## config.mk

```make
export PLATFORM = sky130hd
export DESIGN_NAME = gb3_back
export DESIGN_NICKNAME = d
export VERILOG_FILES = /design/src/sv/gb3_pkg.sv /design/src/sv/gb3_back.sv
export SDC_FILE = /design/constraint.sdc
export NUM_CORES = 2
export LEC_CHECK = 0
export CORE_MARGIN = 2
export CORE_UTILIZATION = 40
export DETAILED_ROUTE_END_ITERATION = 7
export DONT_BUFFER_PORTS = 1
export PLACE_DENSITY_LB_ADDON = 0.3
export SLEW_MARGIN = 25
export SYNTH_ARGS = -nofsm -noshare
export SYNTH_HDL_FRONTEND = slang
export SYNTH_SLANG_ARGS = --single-unit
```

## constraint.sdc

```tcl
create_clock -name clk -period 19.51 [get_ports clk]
set_input_delay 1.951 -clock clk [delete_from_list [all_inputs] [get_ports clk]]
set_output_delay 1.951 -clock clk [all_outputs]
set_load 0.01 [all_outputs]
```

## src/sv/gb3_pkg.sv

```systemverilog
// shared types and constants of the 3x3 gaussian blur
package gb3_pkg;

  localparam int MAX_WIDTH_DEF = 4096;
  localparam int CHANNELS      = 3;
  localparam int WEIGHT_BITS   = 16;
  localparam int PIX_W         = 8;
  localparam int DIM_W         = 13;
  localparam int POS_W         = 12;
  localparam int MAX_HEIGHT    = 4096;
  localparam int MIN_DIM       = 3;
  localparam int SUM_W         = PIX_W + 2;
  localparam int MID_DEPTH     = 4;
  localparam int OUT_DEPTH     = 4;
  localparam int CFG_ADDR_W    = 3;
  localparam int CFG_DATA_W    = 16;

  localparam int WIDTH_RST  = 640;
  localparam int HEIGHT_RST = 480;
  localparam logic [WEIGHT_BITS-1:0] CORNER_RST = WEIGHT_BITS'(4922);
  localparam logic [WEIGHT_BITS-1:0] SIDE_RST   = WEIGHT_BITS'(8116);
  localparam logic [WEIGHT_BITS-1:0] CENTER_RST = WEIGHT_BITS'(13381);

  typedef enum logic [CFG_ADDR_W-1:0] {
    REG_IMAGE_WIDTH   = 3'd0,
    REG_IMAGE_HEIGHT  = 3'd1,
    REG_CORNER_WEIGHT = 3'd2,
    REG_EDGE_WEIGHT   = 3'd3,
    REG_CENTER_WEIGHT = 3'd4
  } gb3_reg_t;

  typedef logic [CHANNELS-1:0][PIX_W-1:0] gb3_pix_t;

  typedef struct packed {
    logic [DIM_W-1:0] width;
    logic [DIM_W-1:0] height;
  } gb3_dim_t;

  typedef struct packed {
    logic [WEIGHT_BITS-1:0] corner_wt;
    logic [WEIGHT_BITS-1:0] side_wt;
    logic [WEIGHT_BITS-1:0] center_wt;
  } gb3_wgt_t;

  typedef struct packed {
    logic [CHANNELS-1:0][SUM_W-1:0] corners;
    logic [CHANNELS-1:0][SUM_W-1:0] sides;
    logic [CHANNELS-1:0][PIX_W-1:0] centre;
    logic [POS_W-1:0]               row;
    logic [POS_W-1:0]               col;
    logic                           last;
  } gb3_win_t;

  typedef struct packed {
    gb3_pix_t         pix;
    logic [POS_W-1:0] row;
    logic [POS_W-1:0] col;
    logic             last;
  } gb3_res_t;

endpackage

```

## src/sv/gb3_back.sv

```systemverilog
// back end: weight multiply, sum, shift and saturate per channel
module gb3_back (
  input  logic                                      clk,
  input  logic                                      rst_n,
  input  gb3_pkg::gb3_wgt_t                         wgt,
  input  logic                                      win_empty,
  input  gb3_pkg::gb3_win_t                         win,
  input  logic [$clog2(gb3_pkg::OUT_DEPTH+1)-1:0]   out_count,
  output logic                                      win_pop,
  output logic                                      res_push,
  output gb3_pkg::gb3_res_t                         res
);

  localparam int WB    = gb3_pkg::WEIGHT_BITS;
  localparam int SUM_W = gb3_pkg::SUM_W;
  localparam int PIX_W = gb3_pkg::PIX_W;
  localparam int CH    = gb3_pkg::CHANNELS;
  localparam int CP_W  = SUM_W + WB;
  localparam int MP_W  = PIX_W + WB;
  localparam int ACC_W = CP_W + 2;
  localparam int CNT_W = $clog2(gb3_pkg::OUT_DEPTH + 1);
  localparam int HI_W  = ACC_W - WB;

  logic                       b0_v_r;
  logic [CH-1:0][CP_W-1:0]    pc_r, pe_r;
  logic [CH-1:0][MP_W-1:0]    pm_r;
  logic [gb3_pkg::POS_W-1:0]  row_r, col_r;
  logic                       last_r;
  logic [ACC_W-1:0]           acc_sum;
  logic [HI_W-1:0]            scaled;

  // room is reserved in the result queue for the product stage
  assign win_pop = !win_empty && ((out_count + CNT_W'(b0_v_r)) < CNT_W'(gb3_pkg::OUT_DEPTH));

  always_ff @(posedge clk) begin
    if (!rst_n) begin
      b0_v_r <= 1'b0;
    end else begin
      b0_v_r <= win_pop;
    end
  end

  always_ff @(posedge clk) begin
    if (win_pop) begin
      for (int k = 0; k < CH; k++) begin
        pc_r[k] <= CP_W'(win.corners[k]) * CP_W'(wgt.corner_wt);
        pe_r[k] <= CP_W'(win.sides[k]) * CP_W'(wgt.side_wt);
        pm_r[k] <= MP_W'(win.centre[k]) * MP_W'(wgt.center_wt);
      end
      row_r  <= win.row;
      col_r  <= win.col;
      last_r <= win.last;
    end
  end

  always_comb begin
    acc_sum = '0;
    scaled  = '0;
    for (int k = 0; k < CH; k++) begin
      acc_sum = ACC_W'(pc_r[k]) + ACC_W'(pe_r[k]) + ACC_W'(pm_r[k]);
      scaled  = acc_sum[ACC_W-1:WB];
      res.pix[k] = (scaled > HI_W'(255)) ? PIX_W'(255) : scaled[PIX_W-1:0];
    end
    res.row  = row_r;
    res.col  = col_r;
    res.last = last_r;
  end

  assign res_push = b0_v_r;

endmodule
```

==> results.json <==
{
  "status": "finished, final reports clean",
  "crit_path_start_kind": "input port",
  "ys.flop_type": "edfxtp_1",
  "grt_max_degree": 80,
  "grt.total_usage_pct": 20.5,
  "postRouteAntennaNets": 0,
  "cp-end-kind": "flip-flop",
  "yosysSeqAreaShare_pct": 14.3,
  "worst-r2r-cell-count": 7,
  "gp_congestion": 0.863,
  "clkTransAtPathRegs_ns": 0.06,
  "placementRows": 133,
  "slew_violations": 0,
  "critical_path_class": "input port to flip-flop",
  "layout_common_cells": "1020 x inv_1, 981 x fa_1, 716 x nand2_1, 709 x and2_1, 579 x ha_1",
  "synth_top_family_by_area": "adder cells",
  "period_minus_slack_ns": 7.36,
  "grt_pass1_wl_mm": 221,
  "globalRouteOverflowTotal": 0,
  "timing.slew.headroom_pct": 32.6,
  "ys_seq_elements": 254,
  "dieWidth_um": 369,
  "cts.htree.levels": 1,
  "post_cts_buffers": 0,
  "cts_root_buffer": "clkbuf_16",
  "cap_violations": 0,
  "synth-compound-area-share_pct": 6.66,
  "ir_drop_mv": 0.120,
  "fin_crit_sh_pct": 37.7,
  "async_reset_ff_share_pct": 0,
  "drt_iter0_markers": 1948,
  "synthAdderAreaFrac_pct": 50.5,
  "tightest_slew_ns": 1.01,
  "ys_warn_count": 0,
  "ios": 214,
  "routed-via-count": 36500,
  "power.density_mw_per_mm2": 163,
  "fin_ws_ns": 12.15,
  "finalHoldViolations": 0,
  "instances_no_fill": 7133,
  "synth_edf_count": 253,
  "grt_pass1_vias": 39400,
  "tns_ns": 0,
  "cts_resized": 0,
  "finClkSkew_ns": 0.0411,
  "synth.cell_area_sq_mm": 0.0533,
  "hold_depth": 4,
  "cts_buffer_depth": 3,
  "cp.required_ns": 19.80,
  "cts_buffers": 31,
  "port_buffers": 0,
  "wl_per_cell_um": 19.0,
  "synth_simple_gate_area_share_pct": 16.5,
  "crit_path_cell_trace": "nand2_1 > fa_1 > inv_1 > fa_1 > inv_1 > fa_1 > inv_1 > fa_1 > inv_1 > fa_1 > inv_1 > ha_1 > a21o_1 > a21o_1 > a221oi_1 > o211ai_1 > a2111oi_0 > nor2_1 > a2111oi_0 > mux2i_1 > o311ai_0",
  "hp-class": "flip-flop to flip-flop",
  "cpMaxStageDelayCell": "a2111oi_0",
  "syn-num-nets": 7251,
  "via_per_inst": 5.12,
  "final_common_cell": "inv_1",
  "die_h_um": 369,
  "rsz0062_at_grt": "no",
  "routed_wirelength_mm": 136,
  "synth_xor_area_share_pct": 3.31,
  "drive_above_1_share_pct": 1.56,
  "antenna_found_initial": 4,
  "yosysUniqueCellTypes": 70,
  "nets": 7071,
  "syn_avg_cell_area_sq_um": 9.63,
  "cpPeakStageDelay_ns": 0.56,
  "holdWs_ns": 1.19,
  "max_freq_mhz": 136,
  "muxShareOfSynthArea_pct": 0.0564,
  "dr.pass1.iters": 8,
  "drc": 0,
  "p_total_mw": 9.09,
  "area_growth_pct": 4.60,
  "dp_hpwl_mm": 106,
  "clk_latency_ns": 0.60,
  "initial_core_util_pct": 40.4,
  "clkSinkCount": 254,
  "setup_violations": 0,
  "dp_slack_ns": 11.52,
  "placed_cells": 7069,
  "cts_tree": "built",
  "p_leak_nw": 27.3,
  "hold_buffers": 0,
  "syn_inst": 5528,
  "die-area_sq_mm": 0.136,
  "cp_data_arrival_time_ns": 7.65,
  "design.core.area_sq_mm": 0.132,
  "crit_fanout": 30
}
## flip-flops by register name (all words and copies together) (netlist names)
register	count
pc_r	78
pe_r	78
pm_r	72
col_r	12
row_r	12
last_r	1
res_push	1
## synthesized netlist by cell type (4+ instances only)
master        n  area share (%)
nor2_1       96            0.68
a31oi_1      10            0.12
a21oi_1     176             1.7
o31a_1        4           0.066
o22ai_1       4           0.047
o2111ai_1     4           0.066
and4_1        4           0.066
and3_1       22            0.26
nand4_1      22            0.26
nor4_1        5           0.059
o21ai_0      73            0.69
a211o_1       6           0.099
a311oi_1      5           0.082
inv_1      1020             7.2
o211ai_1     17            0.24
a211oi_1     14            0.20
a21boi_0      6           0.085
ha_1        579              14
xnor2_1     146             2.4
o21bai_1     24            0.34
a31o_2        6           0.099
nand2b_1     25            0.29
nor3_1       41            0.39
nand2_1     716             5.0
a2111oi_0     6           0.099
and2_1      709             8.3
or3_1        10            0.12
or2_2        13            0.15
fa_1        981              37
o31ai_1      12            0.17
o21a_1       37            0.52
xor2_1       55            0.90
clkbuf_1    216             1.5
edfxtp_1    253              14
o311ai_0      5           0.082
a21o_1       92             1.3
nor3b_1       5           0.070
nor2b_1      29            0.34
nand3_1      30            0.28
## where the power goes
part / internal, mW / switching (mW) / leakage (nW)
sequential: 1.12 / 0.160 / 2.40
combinational: 3.02 / 4.22 / 24.4
clock: 0.332 / 0.245 / 0.491
## worst paths after layout
check                           slack, ns        end  startpoint
worst max-delay path                12.15   pe_r[25]     wgt[23]
worst min-delay path                 1.19  row_r[11]    res_push
worst max register to register      15.99   pm_r[42]    res_push
worst min register to register       1.19  row_r[11]    res_push
## final cells by class
cell class / instances / area [sq um]
Fill cell: 12900 / 76100
Multi-Input combinational cell: 4036 / 41000
Sequential cell: 254 / 7620
Inverter: 1020 / 3830
Tap cell: 1755 / 2200
Clock buffer: 33 / 783
Clock inverter: 25 / 225
Timing Repair Buffer: 5 / 57.6
Antenna cell: 5 / 12.5
## kinds of logic (layout without fill, tap and decap cells)
kind of cell / count (synthesis) / in the layout
multiplexers: 3 / 3
XOR/XNOR: 201 / 201
AND/OR/NAND/NOR: 1735 / 1735
adder cells (fa/ha/maj): 1560 / 1560
AO/OA/AOI/OAI: 537 / 537
flip-flops: 254 / 254
other: 0 / 5
buffers and inverters: 1238 / 1083
## metal layers
metal / routed length [um] / part of all wire [%] / global-route usage, %
met5: 0 / 0 / 0
met1: 61400 / 45 / 28.2
met4: 2110 / 1.6 / 3.45
met2: 64100 / 47 / 34.1
met3: 8130 / 6.0 / 3.55
## worst max-delay path, delay by kind of cell
kind	cells	cell delay, ns
AO/OA/AOI/OAI	7	2.06
adder cells (fa/ha/maj)	6	2.88
buffers and inverters	5	0.25
multiplexers	1	0.23
AND/OR/NAND/NOR	2	0.27
## through the flow
stage                     utilization [%]  cell area [sq um]
after CTS                            42.2              55700
after global routing                 42.3              55700
final                                42.3              55700
after detailed placement             41.5              54700
after floorplan                         -              53300
after global placement               41.5              54700
(Power assumes the default switching activity.)
