### config.mk
export PLATFORM = sky130hd
export DESIGN_NAME = gb3_queue
export DESIGN_NICKNAME = d
export VERILOG_FILES = /design/src/sv/gb3_queue.sv
export SDC_FILE = /design/constraint.sdc
export NUM_CORES = 1
export LEC_CHECK = 0
export BUFFER_PORTS_ARGS = -buffer_cell sky130_fd_sc_hd__buf_2
export CORE_ASPECT_RATIO = 1.4
export CORE_MARGIN = 2
export CORE_UTILIZATION = 40
export CTS_BUF_LIST = sky130_fd_sc_hd__clkbuf_4 sky130_fd_sc_hd__clkbuf_8 sky130_fd_sc_hd__clkbuf_16
export CTS_CLUSTER_DIAMETER = 60
export DETAILED_ROUTE_END_ITERATION = 12
export PLACE_DENSITY = 0.67
export RECOVER_POWER = 25
export SLEW_MARGIN = 15
export SYNTH_ARGS = -nofsm -noshare
export SYNTH_HDL_FRONTEND = slang
export SYNTH_SLANG_ARGS = --single-unit
### constraint.sdc
create_clock -name clk -period 1.91 [get_ports clk]
set_input_delay 0.382 -clock clk [delete_from_list [all_inputs] [get_ports clk]]
set_output_delay 0.382 -clock clk [all_outputs]
set_load 0.02 [all_outputs]
### src/sv/gb3_queue.sv
// small register fifo with occupancy count
module gb3_queue #(
  parameter int WIDTH = 8,
  parameter int DEPTH = 4
) (
  input  logic                       clk,
  input  logic                       rst_n,
  input  logic                       push,
  input  logic [WIDTH-1:0]           wdata,
  input  logic                       pop,
  output logic [WIDTH-1:0]           rdata,
  output logic                       empty,
  output logic                       full,
  output logic [$clog2(DEPTH+1)-1:0] count
);

  localparam int PTR_W = $clog2(DEPTH);
  localparam int CNT_W = $clog2(DEPTH + 1);

  logic [WIDTH-1:0] mem_r [DEPTH];
  logic [PTR_W-1:0] wr_ptr_r, wr_ptr_nxt;
  logic [PTR_W-1:0] rd_ptr_r, rd_ptr_nxt;
  logic [CNT_W-1:0] count_r, count_nxt;

  always_comb begin
    wr_ptr_nxt = wr_ptr_r;
    rd_ptr_nxt = rd_ptr_r;
    count_nxt  = count_r;
    if (push) begin
      wr_ptr_nxt = (wr_ptr_r == PTR_W'(DEPTH - 1)) ? '0 : wr_ptr_r + PTR_W'(1);
    end
    if (pop) begin
      rd_ptr_nxt = (rd_ptr_r == PTR_W'(DEPTH - 1)) ? '0 : rd_ptr_r + PTR_W'(1);
    end
    if (push && !pop) begin
      count_nxt = count_r + CNT_W'(1);
    end else if (pop && !push) begin
      count_nxt = count_r - CNT_W'(1);
    end
  end

  always_ff @(posedge clk) begin
    if (!rst_n) begin
      wr_ptr_r <= '0;
      rd_ptr_r <= '0;
      count_r  <= '0;
    end else begin
      wr_ptr_r <= wr_ptr_nxt;
      rd_ptr_r <= rd_ptr_nxt;
      count_r  <= count_nxt;
    end
  end

  always_ff @(posedge clk) begin
    if (push) begin
      mem_r[wr_ptr_r] <= wdata;
    end
  end

  assign rdata = mem_r[rd_ptr_r];
  assign empty = (count_r == '0);
  assign full  = (count_r == CNT_W'(DEPTH));
  assign count = count_r;

  a_no_overflow: assert property (@(posedge clk) disable iff (!rst_n) push |-> !full)
    else $error("queue written while full");
  a_no_underflow: assert property (@(posedge clk) disable iff (!rst_n) pop |-> !empty)
    else $error("queue read while empty");
  a_count_grows: assert property (@(posedge clk) disable iff (!rst_n)
    (push && !pop) |=> (count_r == $past(count_r) + CNT_W'(1)))
    else $error("queue count out of step with pushes");

endmodule

==> impl_results.md, run 1 <==
* Sequential share of the synthesized area at 70.6%
* Chip height at 79.2 µm
* Critical path's top delay family: multiplexers
* Syn_area_per_cell at 18.8 µm²
* Dpl cells at 153
* Num rows at 27
* Initial antenna violation count at 0
* RSZ-0062 raised after global routing: false
* Worst min-delay path class: primary input to flip-flop
* Final core utilization at 48.4%
* RR Startpoint: count[0]
* Hold depth at 1
* Leading area contributor after synthesis: edfxtp_1
* I/O pins at 25
* R2R setup slack at 0.40 ns
* CTS tree: yes
* H-Tree Depth at 2
* Detail Route Antenna Nets at 0
* Crit-path slowest cell: mux4_2
* Seq cells post-synth at 41
* Worst Setup Start Kind: flip-flop
* Critical path data required time at 1.53 ns
* Post-cts sizing count at 0
* Proportion of layout cells with a drive suffix above 1 at 30.5%
* Cell variety after synth at 20
* Ys flop type: edfxtp_1
* Final nets at 136
* DIE WIDTH at 57.7 µm
* Ys async rst share at 0%
* CTS sink count at 41
* Status: completed
* Pre-CTS setup slack at -0.0141 ns
* CTS max path bufs at 2
* Die Area at 0.00457 mm²
* Kind of critical path: flip-flop to output pin
* Endpoints failing setup at 0
* Clk slew on worst S/H paths at 0.07 ns
* Fin crit share at 95.5%
* Setup Fix Bufs, Post-CTS at 0
* Commonest non-fill, non-tap cells in the layout: edfxtp_1 (32), buf_2 (17), mux4_2 (8), dfxtp_1 (8)
* Diode count at 0
* Synthesized Nets at 105
* Commonest non-fill, non-tap cell in the layout: edfxtp_1
* Worst hold endpoint: mem_r[1][7]
* Root buf cell: clkbuf_8
* RR Endpoint: count[2]
* Relative slew slack at 71.6%
* DR pass1 iterations at 3
* Post-DP Area at 0.00179 mm²
* Max frequency at 0.548 GHz
* Fin cells at 161
* Drt wl/cell at 15.5 µm
* Final WL at 2490 µm
* PD cells at 1040 mW/mm²
* Initial core utilization at 41.2%
* Area grow syn2layout at 17.5%
* Design Area, Final at 0.00190 mm²
* Worst VDD drop at 0.607 mV
* Fillers at 354
* Placed wire-length estimate at 1790 µm
* Global route overflow at 0
* Core box area at 0.00392 mm²
* First-pass GRT wire length at 3840 µm
* Final Critical Period at 1.82 ns
* Synth Instances at 86
* Worst slew pin tran at 0.427 ns
* DRT iter0 DRCs at 12
* Reg2reg path depth at 4
* GRT Total Usage at 11.7%
* Clock Skew at 0.00576 ns
* CTS buffer count at 5
* Vias per inst at 4.98
* CP Capture Type: output pin
* Crit path max fanout at 8
* Max-Cap Viols at 0
* Vias in the first global route at 809
* Critical path buffers and inverters at 2
* IO buf count at 24
* Post-CTS Hold Buffers at 0
* Share of the synthesized area in the top cell type at 59.5%
* Setup ws final at 0.0860 ns
* Multi-input combinational cell area at 443 µm²
* Hold WS at 0.311 ns
* Area contributors post-synth: edfxtp_1 (59%), dfxtp_1 (11%), mux4_2 (11%)
* CP Data Arrival Time at 1.44 ns
* Residual DRC count at 0
* Sequential cell area at 0.00114 mm²
* Clk_lat worst skew at 0.29 ns
* EDFF count, synth at 32
* Mapped cell area at 0.00162 mm²
* Largest net degree at the start of global routing at 14
* Worst path cell trace: buf_6, mux4_2, buf_2
* Worst stage delay on the critical path at 0.50 ns
* Placer Congestion at 0.690
* Origin of the worst min-delay path: wdata[7]
* Leak at 0.694 nW
* YS warnings at 0
* Hold Fails Final Rpt at 0
* Max-slew violations at 0
* Via Count at 801
[through the flow]
step	total power [W]	setup TNS, ns
finish	0.00198	0
floorplan	0.00124	0
detailed placement	0.00134	-0.0141
global placement	0.00132	0
global route	0.00206	0
CTS	0.00200	0
[cells by family (layout without fill, tap and decap cells)]
| group | count (synthesis) | after routing | share of synthesized area (%) |
|---|---|---|---|
| flops | 41 | 41 | 70.6 |
| fa+ha+maj | 7 | 7 | 5.89 |
| simple gates | 15 | 15 | 5.58 |
| xor+xnor | 2 | 2 | 1.08 |
| buf+inv | 6 | 38 | 1.94 |
| compound gates | 3 | 3 | 1.24 |
| mux | 12 | 12 | 13.6 |
[power by group]
group	switching, W	internal, W	total, W
registers	0.0000340	0.00101	0.00105
logic	0.000146	0.000116	0.000263
clock network	0.000281	0.000384	0.000666
[per-layer routing]
metal / global-route usage (%) / vias to the layer above / share of wire (%)
met5: 0 / - / 0
li1: - / 384 / -
met4: 6.28 / 0 / 2.3
met1: 12.4 / 388 / 40
met3: 3.75 / 5 / 5.3
met2: 20.3 / 24 / 53
[area by class of cell]
type	count	area share (%)
Inverter	4	0.791
Multi-Input combinational cell	39	23.3
Tap cell	43	2.83
Clock inverter	3	2.18
Sequential cell	41	60.2
Clock buffer	5	3.63
Timing Repair Buffer	26	7.05
[cell usage after synthesis (2+ instances only)]
| master | count |
|---|---|
| and2_1 | 5 |
| dfxtp_1 | 9 |
| edfxtp_1 | 32 |
| ha_1 | 6 |
| inv_1 | 4 |
| mux2i_1 | 4 |
| mux4_2 | 8 |
| nor2b_1 | 5 |
| nor3_1 | 2 |
[state kept, by name, indices dropped and copies added (netlist names), named ones only]
name      cells
count         3
mem_r        32
rd_ptr_r      2
wr_ptr_r      2
[worst max-delay path by stage]
stage / startpoint / endpoint / slack [ns] / cells past startpoint
final: flip-flop / rdata[2] / 0.09 / 3
after global routing: flip-flop / rdata[4] / 0.01 / 3
after CTS: flip-flop / rdata[2] / 0.008 / 3
after detailed placement: pop / count[2] / -0.01 / 8
after global placement: pop / count[2] / 0.10 / 8
after floorplan: pop / count[2] / 0.27 / 7
No activity file was read; power rests on OpenSTA's default activity.
==> run 2, diff against run 1 <==
--- a/config.mk
+++ b/config.mk
@@ -5,14 +5,14 @@
 export SDC_FILE = /design/constraint.sdc
 export NUM_CORES = 1
 export LEC_CHECK = 0
-export BUFFER_PORTS_ARGS = -buffer_cell sky130_fd_sc_hd__buf_2
+export BUFFER_PORTS_ARGS = -buffer_cell sky130_fd_sc_hd__buf_4
 export CORE_ASPECT_RATIO = 1.4
 export CORE_MARGIN = 2
-export CORE_UTILIZATION = 40
+export CORE_UTILIZATION = 54
 export CTS_BUF_LIST = sky130_fd_sc_hd__clkbuf_4 sky130_fd_sc_hd__clkbuf_8 sky130_fd_sc_hd__clkbuf_16
 export CTS_CLUSTER_DIAMETER = 60
 export DETAILED_ROUTE_END_ITERATION = 12
-export PLACE_DENSITY = 0.67
+export PLACE_DENSITY = 0.83
 export RECOVER_POWER = 25
 export SLEW_MARGIN = 15
 export SYNTH_ARGS = -nofsm -noshare
==> run 2 against run 1 <==
  * Clock skew is 0.0026 ns lower
  * Combinational power is 8.4% higher
  * Clock power is 5.1% higher
  * Worst setup slack worse by 0.026 ns
  * Register-to-register slack better by 0.02 ns
  * Global-route usage is 4.9 points higher
  * Critical endpoint is now rdata[6]
  * Largest power group unchanged
==> impl_results.md, run 2 (synthesis results as in run 1) <==
* Drt wl/cell at 15.8 µm (+2.2%)
* PD cells at 1050 mW/mm² (+1.1%)
* Worst stage delay on the critical path at 0.51 ns (about the same)
* Root buf cell: clkbuf_8
* Detail Route Antenna Nets at 0 (unchanged)
* Core box area at 0.00285 mm² (-27%)
* Worst min-delay path class: primary input to flip-flop
* Relative slew slack at 72.7% (+1.2 points)
* RSZ-0062 raised after global routing: false
* Largest reg by FF count: mem_r
* Placed wire-length estimate at 1820 µm (+1.7%)
* Max-Cap Viols at 0 (unchanged)
* Hold Fails Final Rpt at 0 (unchanged)
* CTS max path bufs at 2 (unchanged)
* Clk slew on worst S/H paths at 0.07 ns (about the same)
* Die Area at 0.00345 mm² (-24%)
* Critical path data required time at 1.53 ns (about the same)
* Design Area, Final at 0.00193 mm² (+1.9%)
* Num rows at 23 (-15%)
* First-pass GRT wire length at 3940 µm (+2.5%)
* Area grow syn2layout at 19.8%
* Worst VDD drop at 1.20 mV (+97%)
* Setup ws final at 0.0604 ns (-0.0256 ns)
* Post-CTS Hold Buffers at 0 (unchanged)
* DIE WIDTH at 50.2 µm (-13%)
* Worst Setup Start Kind: flip-flop
* Initial core utilization at 56.7% (+15 points)
* Largest net degree at the start of global routing at 14 (unchanged)
* Setup Fix Bufs, Post-CTS at 0 (unchanged)
* Global route overflow at 0 (unchanged)
* Status: completed
* Final Critical Period at 1.85 ns (+0.0256 ns)
* Fin crit share at 96.8% (+1.3 points)
* Kind of critical path: flip-flop to output pin
* IO buf count at 24 (unchanged)
* Clk_lat worst skew at 0.29 ns (about the same)
* Vias in the first global route at 860 (+6.3%)
* CTS sink count at 41 (unchanged)
* Final WL at 2440 µm (-2.2%)
* Diode count at 0 (unchanged)
* DR pass1 iterations at 4 (+1)
* Largest register FFs at 32 (unchanged)
* Vias per inst at 5.25 (+5.5%)
* CTS tree: yes
* H-Tree Depth at 2 (unchanged)
* Leak at 0.707 nW (+1.8%)
* CTS buffer count at 5 (unchanged)
* Max-slew violations at 0 (unchanged)
* Chip height at 68.7 µm (-13%)
* Residual DRC count at 0 (unchanged)
* Commonest non-fill, non-tap cell in the layout: edfxtp_1
* I/O pins at 25 (unchanged)
* Clock Skew at 0.00312 ns (-0.00263 ns)
* Placer Congestion at 0.673 (-2.5%)
* Endpoints failing setup at 0 (unchanged)
* CP Capture Type: output pin
* GRT Total Usage at 16.6% (+4.9 points)
* Proportion of layout cells with a drive suffix above 1 at 29.9% (-0.59 points)
* CP Data Arrival Time at 1.47 ns (+0.03 ns)
* Worst path cell trace: buf_6, mux4_2, buf_4
* Crit path max fanout at 8 (unchanged)
* DRT iter0 DRCs at 10 (-2)
* Commonest non-fill, non-tap cells in the layout: edfxtp_1 (32), buf_4 (18), dfxtp_1 (9)
* Max frequency at 0.541 GHz (-1.4%)
* Initial antenna violation count at 0 (unchanged)
* Final nets at 135 (-0.74%)
* Setup_tns at 0 ns (unchanged)
* Pre-CTS setup slack at 0.0274 ns (+0.0416 ns)
* Crit-path slowest cell: mux4_2
* Post-DP Area at 0.00183 mm² (+2.5%)
* Via Count at 808 (+0.87%)
* Post-cts sizing count at 0 (unchanged)
* Worst slew pin tran at 0.409 ns (-0.0175 ns)
-- run 2: metal layers --
layer,global-route usage [%],routed length [µm]
met3,6.25,145
met1,14.7,829
met5,0,0
met2,32.1,1410
met4,8.68,55
-- run 2: final timing paths --
kind                   from          end  slack [ns]  depth (start not counted)
setup reg to reg   count[0]     count[2]        0.42                          4
setup / recovery  flip-flop     rdata[6]        0.06                          3
hold reg to reg    count[2]     count[2]        0.53                          2
hold / removal     wdata[3]  mem_r[2][3]        0.29                          1
-- run 2: power breakdown --
part	switching (W)	total [W]	leakage, nW	internal (W)
sequential	0.0000365	0.00105	0.368	0.00101
clock	0.000276	0.000700	0.0574	0.000424
combinational	0.000146	0.000285	0.281	0.000140
-- run 2: critical path: cells and delay by family, from the launching register on --
| family | cells | cell delay [ns] |
|---|---|---|
| mux | 1 | 0.51 |
| flops | 1 | 0.33 |
| buf+inv | 2 | 0.33 |
-- run 2: cell type report --
type | instances | area [µm²]
clock inverters | 2 | 37.5
repair buffers | 25 | 169
well taps | 37 | 46.3
fillers | 203 | 915
multi-input cells | 39 | 443
clock buffers | 6 | 82.6
inverters | 4 | 15.0
flip-flops and latches | 41 | 1140
-- run 2: metrics by stage --
stage,util [%],hold WS (ns),total power (W),cells
2_1_floorplan,-,0.481,0.00124,86
5_1_grt,67.9,0.293,0.00212,154
3_3_place_gp,64.3,0.495,0.00135,146
6_report,67.9,0.295,0.00204,154
3_5_place_dp,64.3,0.519,0.00136,146
4_1_cts,68.6,0.284,0.00206,154
==> run 3, diff against run 2 <==
--- a/config.mk
+++ b/config.mk
@@ -6,7 +6,7 @@
 export NUM_CORES = 1
 export LEC_CHECK = 0
 export BUFFER_PORTS_ARGS = -buffer_cell sky130_fd_sc_hd__buf_4
-export CORE_ASPECT_RATIO = 1.4
+export CORE_ASPECT_RATIO = 0.8
 export CORE_MARGIN = 2
 export CORE_UTILIZATION = 54
 export CTS_BUF_LIST = sky130_fd_sc_hd__clkbuf_4 sky130_fd_sc_hd__clkbuf_8 sky130_fd_sc_hd__clkbuf_16
==> run 3 against run 2 <==
  * Wire length grew 4.0%
  * First-iteration DRC count grew to 4.1 times the previous value
  * Maximum frequency is essentially flat
  * Die area is essentially flat
  * Worst hold slack gained 0.0058 ns
  * Combinational power grew 2%
  * Register-to-register slack is essentially flat
  * Largest cell class unchanged
==> impl_results.md, run 3 (synthesis results as in run 1) <==
* Multi-input combinational cell area at 443 µm² (unchanged)
* Diode count at 0 (unchanged)
* CTS sink count at 41 (unchanged)
* Vias per inst at 5.26 (+0.34%)
* Leak at 0.699 nW (-1.1%)
* Worst VDD drop at 0.531 mV (-56%)
* Final core utilization at 67.9% (about the same)
* Commonest non-fill, non-tap cells in the layout: edfxtp_1 (32), buf_4 (17), dfxtp_1 (9)
* Critical path data required time at 1.53 ns (about the same)
* Max-slew violations at 0 (unchanged)
* Hold Fails Final Rpt at 0 (unchanged)
* Pre-CTS setup slack at -0.0195 ns (-0.0469 ns)
* RR Endpoint: count[2]
* Area grow syn2layout at 18.0%
* GRT Total Usage at 17.5% (+0.86 points)
* CTS max path bufs at 2 (unchanged)
* Drt wl/cell at 16.3 µm (+3.3%)
* Initial core utilization at 57.5% (+0.83 points)
* Worst Setup Start Kind: flip-flop
* Max-Cap Viols at 0 (unchanged)
* Residual DRC count at 0 (unchanged)
* Relative slew slack at 71.0% (-1.7 points)
* Critical Path End: rdata[2]
* Placed wire-length estimate at 1820 µm (-0.40%)
* Setup_tns at 0 ns (unchanged)
* Status: completed
* Fin crit share at 96.8% (about the same)
* Final WL at 2530 µm (+4.0%)
* CTS tree: yes
* IO buf count at 24 (unchanged)
* Sequential cell area at 0.00114 mm² (unchanged)
* Clock Skew at 0.00223 ns (-0.000896 ns)
* RR Startpoint: count[0]
* R2R setup slack at 0.42 ns (about the same)
* CP Capture Type: output pin
* I/O pins at 25 (unchanged)
* Chip height at 52.9 µm (-23%)
* Endpoints failing setup at 0 (unchanged)
* H-Tree Depth at 2 (unchanged)
* Worst slew pin tran at 0.435 ns (+0.0262 ns)
* First-pass GRT wire length at 3970 µm (+0.71%)
* Kind of critical path: flip-flop to output pin
* Largest reg by FF count: mem_r
* Final Critical Period at 1.85 ns (-0.000471 ns)
* Initial antenna violation count at 0 (unchanged)
* Clk slew on worst S/H paths at 0.07 ns (about the same)
* Total power at 0.00188 W (-7.7%)
* Die Area at 0.00345 mm² (about the same)
* PD cells at 986 mW/mm² (-6.3%)
* Num rows at 17 (-26%)
* DR pass1 iterations at 4 (unchanged)
* Largest register FFs at 32 (unchanged)
* Via Count at 816 (+0.99%)
* Setup Fix Bufs, Post-CTS at 0 (unchanged)
* Clk_lat worst skew at 0.28 ns (about the same)
* Met3 Use GR at 4.68% (-1.6 points)
* Vias in the first global route at 815 (-5.2%)
* Hold WS at 0.301 ns (+0.00583 ns)
* Detail Route Antenna Nets at 0 (unchanged)
* Most used routing layer in global routing: met2
* GR Util met2 at 31.1% (-0.97 points)
* Commonest non-fill, non-tap cell in the layout: edfxtp_1
* Placer Congestion at 0.667 (-0.88%)
* Root buf cell: clkbuf_8
* Fillers at 207 (+2.0%)
* Proportion of layout cells with a drive suffix above 1 at 29.9% (unchanged)
* RSZ-0062 raised after global routing: false
* Final nets at 135 (unchanged)
* Crit path max fanout at 8 (unchanged)
* Reg2reg path depth at 4 (unchanged)
* Global route overflow at 0 (unchanged)
* Met1 usage at 19.6% (+4.9 points)
* CP Data Arrival Time at 1.47 ns (about the same)
* DRT iter0 DRCs at 41 (+31)
* Setup ws final at 0.0609 ns (+0.000471 ns)
* Worst min-delay path class: primary input to flip-flop
* Core box area at 0.00281 mm² (-1.4%)
* Max frequency at 0.541 GHz (about the same)
* DIE WIDTH at 65.2 µm (+30%)
* CTS buffer count at 5 (unchanged)
* Largest net degree at the start of global routing at 13 (-1)
==> run 3: cell types whose count changed in the layout (fill, tap and decap cells not counted) <==
| cell | delta |
|---|---|
| buf_4 | -1 |
| buf_6 | +1 |
| bufinv_16 | -1 |
| clkbuf_4 | +1 |
| clkbuf_8 | -1 |
| clkinv_2 | +2 |
| clkinvlp_4 | -1 |
==> run 3: routing by layer <==
layer | up-vias | share of wire (%)
met5 | - | 0
met4 | 0 | 1.3
met3 | 4 | 3.4
met2 | 19 | 54
met1 | 410 | 41
li1 | 383 | -
==> run 3: final cells by class <==
class	instances	area share, %
Sequential cell	41	59.9
Inverter	4	0.788
Multi-Input combinational cell	39	23.2
Clock inverter	2	0.525
Tap cell	38	2.50
Timing Repair Buffer	25	9.06
Clock buffer	6	4.01
==> run 3: metrics by stage <==
stage,std cells,cell area [µm²]
finish,155,1910
global route,155,1910
CTS,155,1920
detailed placement,147,1830
global placement,147,1830
floorplan,86,1620
==> run 3: critical path, stage by stage, from the launching register on <==
cell and delay, ns:
dfxtp_1 0.33, buf_6 0.17, mux4_2 0.54, buf_6 0.15
==> run 3: repair_timing <==
action,in CTS,in global routing
hold buffers,0,0
resized for setup,1,1
setup endpoints to repair,1,1
==> run 3: how the worst min path moves through the flow <==
stage          slack (ns)  startpoint           to  depth (start not counted)
2_1_floorplan        0.48    wdata[0]  mem_r[0][0]                          0
3_3_place_gp         0.49    count[2]     count[2]                          2
3_5_place_dp         0.54    count[2]     count[2]                          2
4_1_cts              0.29    wdata[4]  mem_r[3][4]                          1
5_1_grt              0.29    wdata[6]  mem_r[2][6]                          1
6_report             0.30    wdata[0]  mem_r[2][0]                          1
==> run 3: power by group <==
part | switching, W | leakage, nW | internal (W) | total [W]
logic | 0.000151 | 0.282 | 0.000140 | 0.000292
registers | 0.0000341 | 0.368 | 0.00101 | 0.00105
clock network | 0.000272 | 0.0484 | 0.000267 | 0.000539
total | 0.000457 | 0.699 | 0.00142 | 0.00188
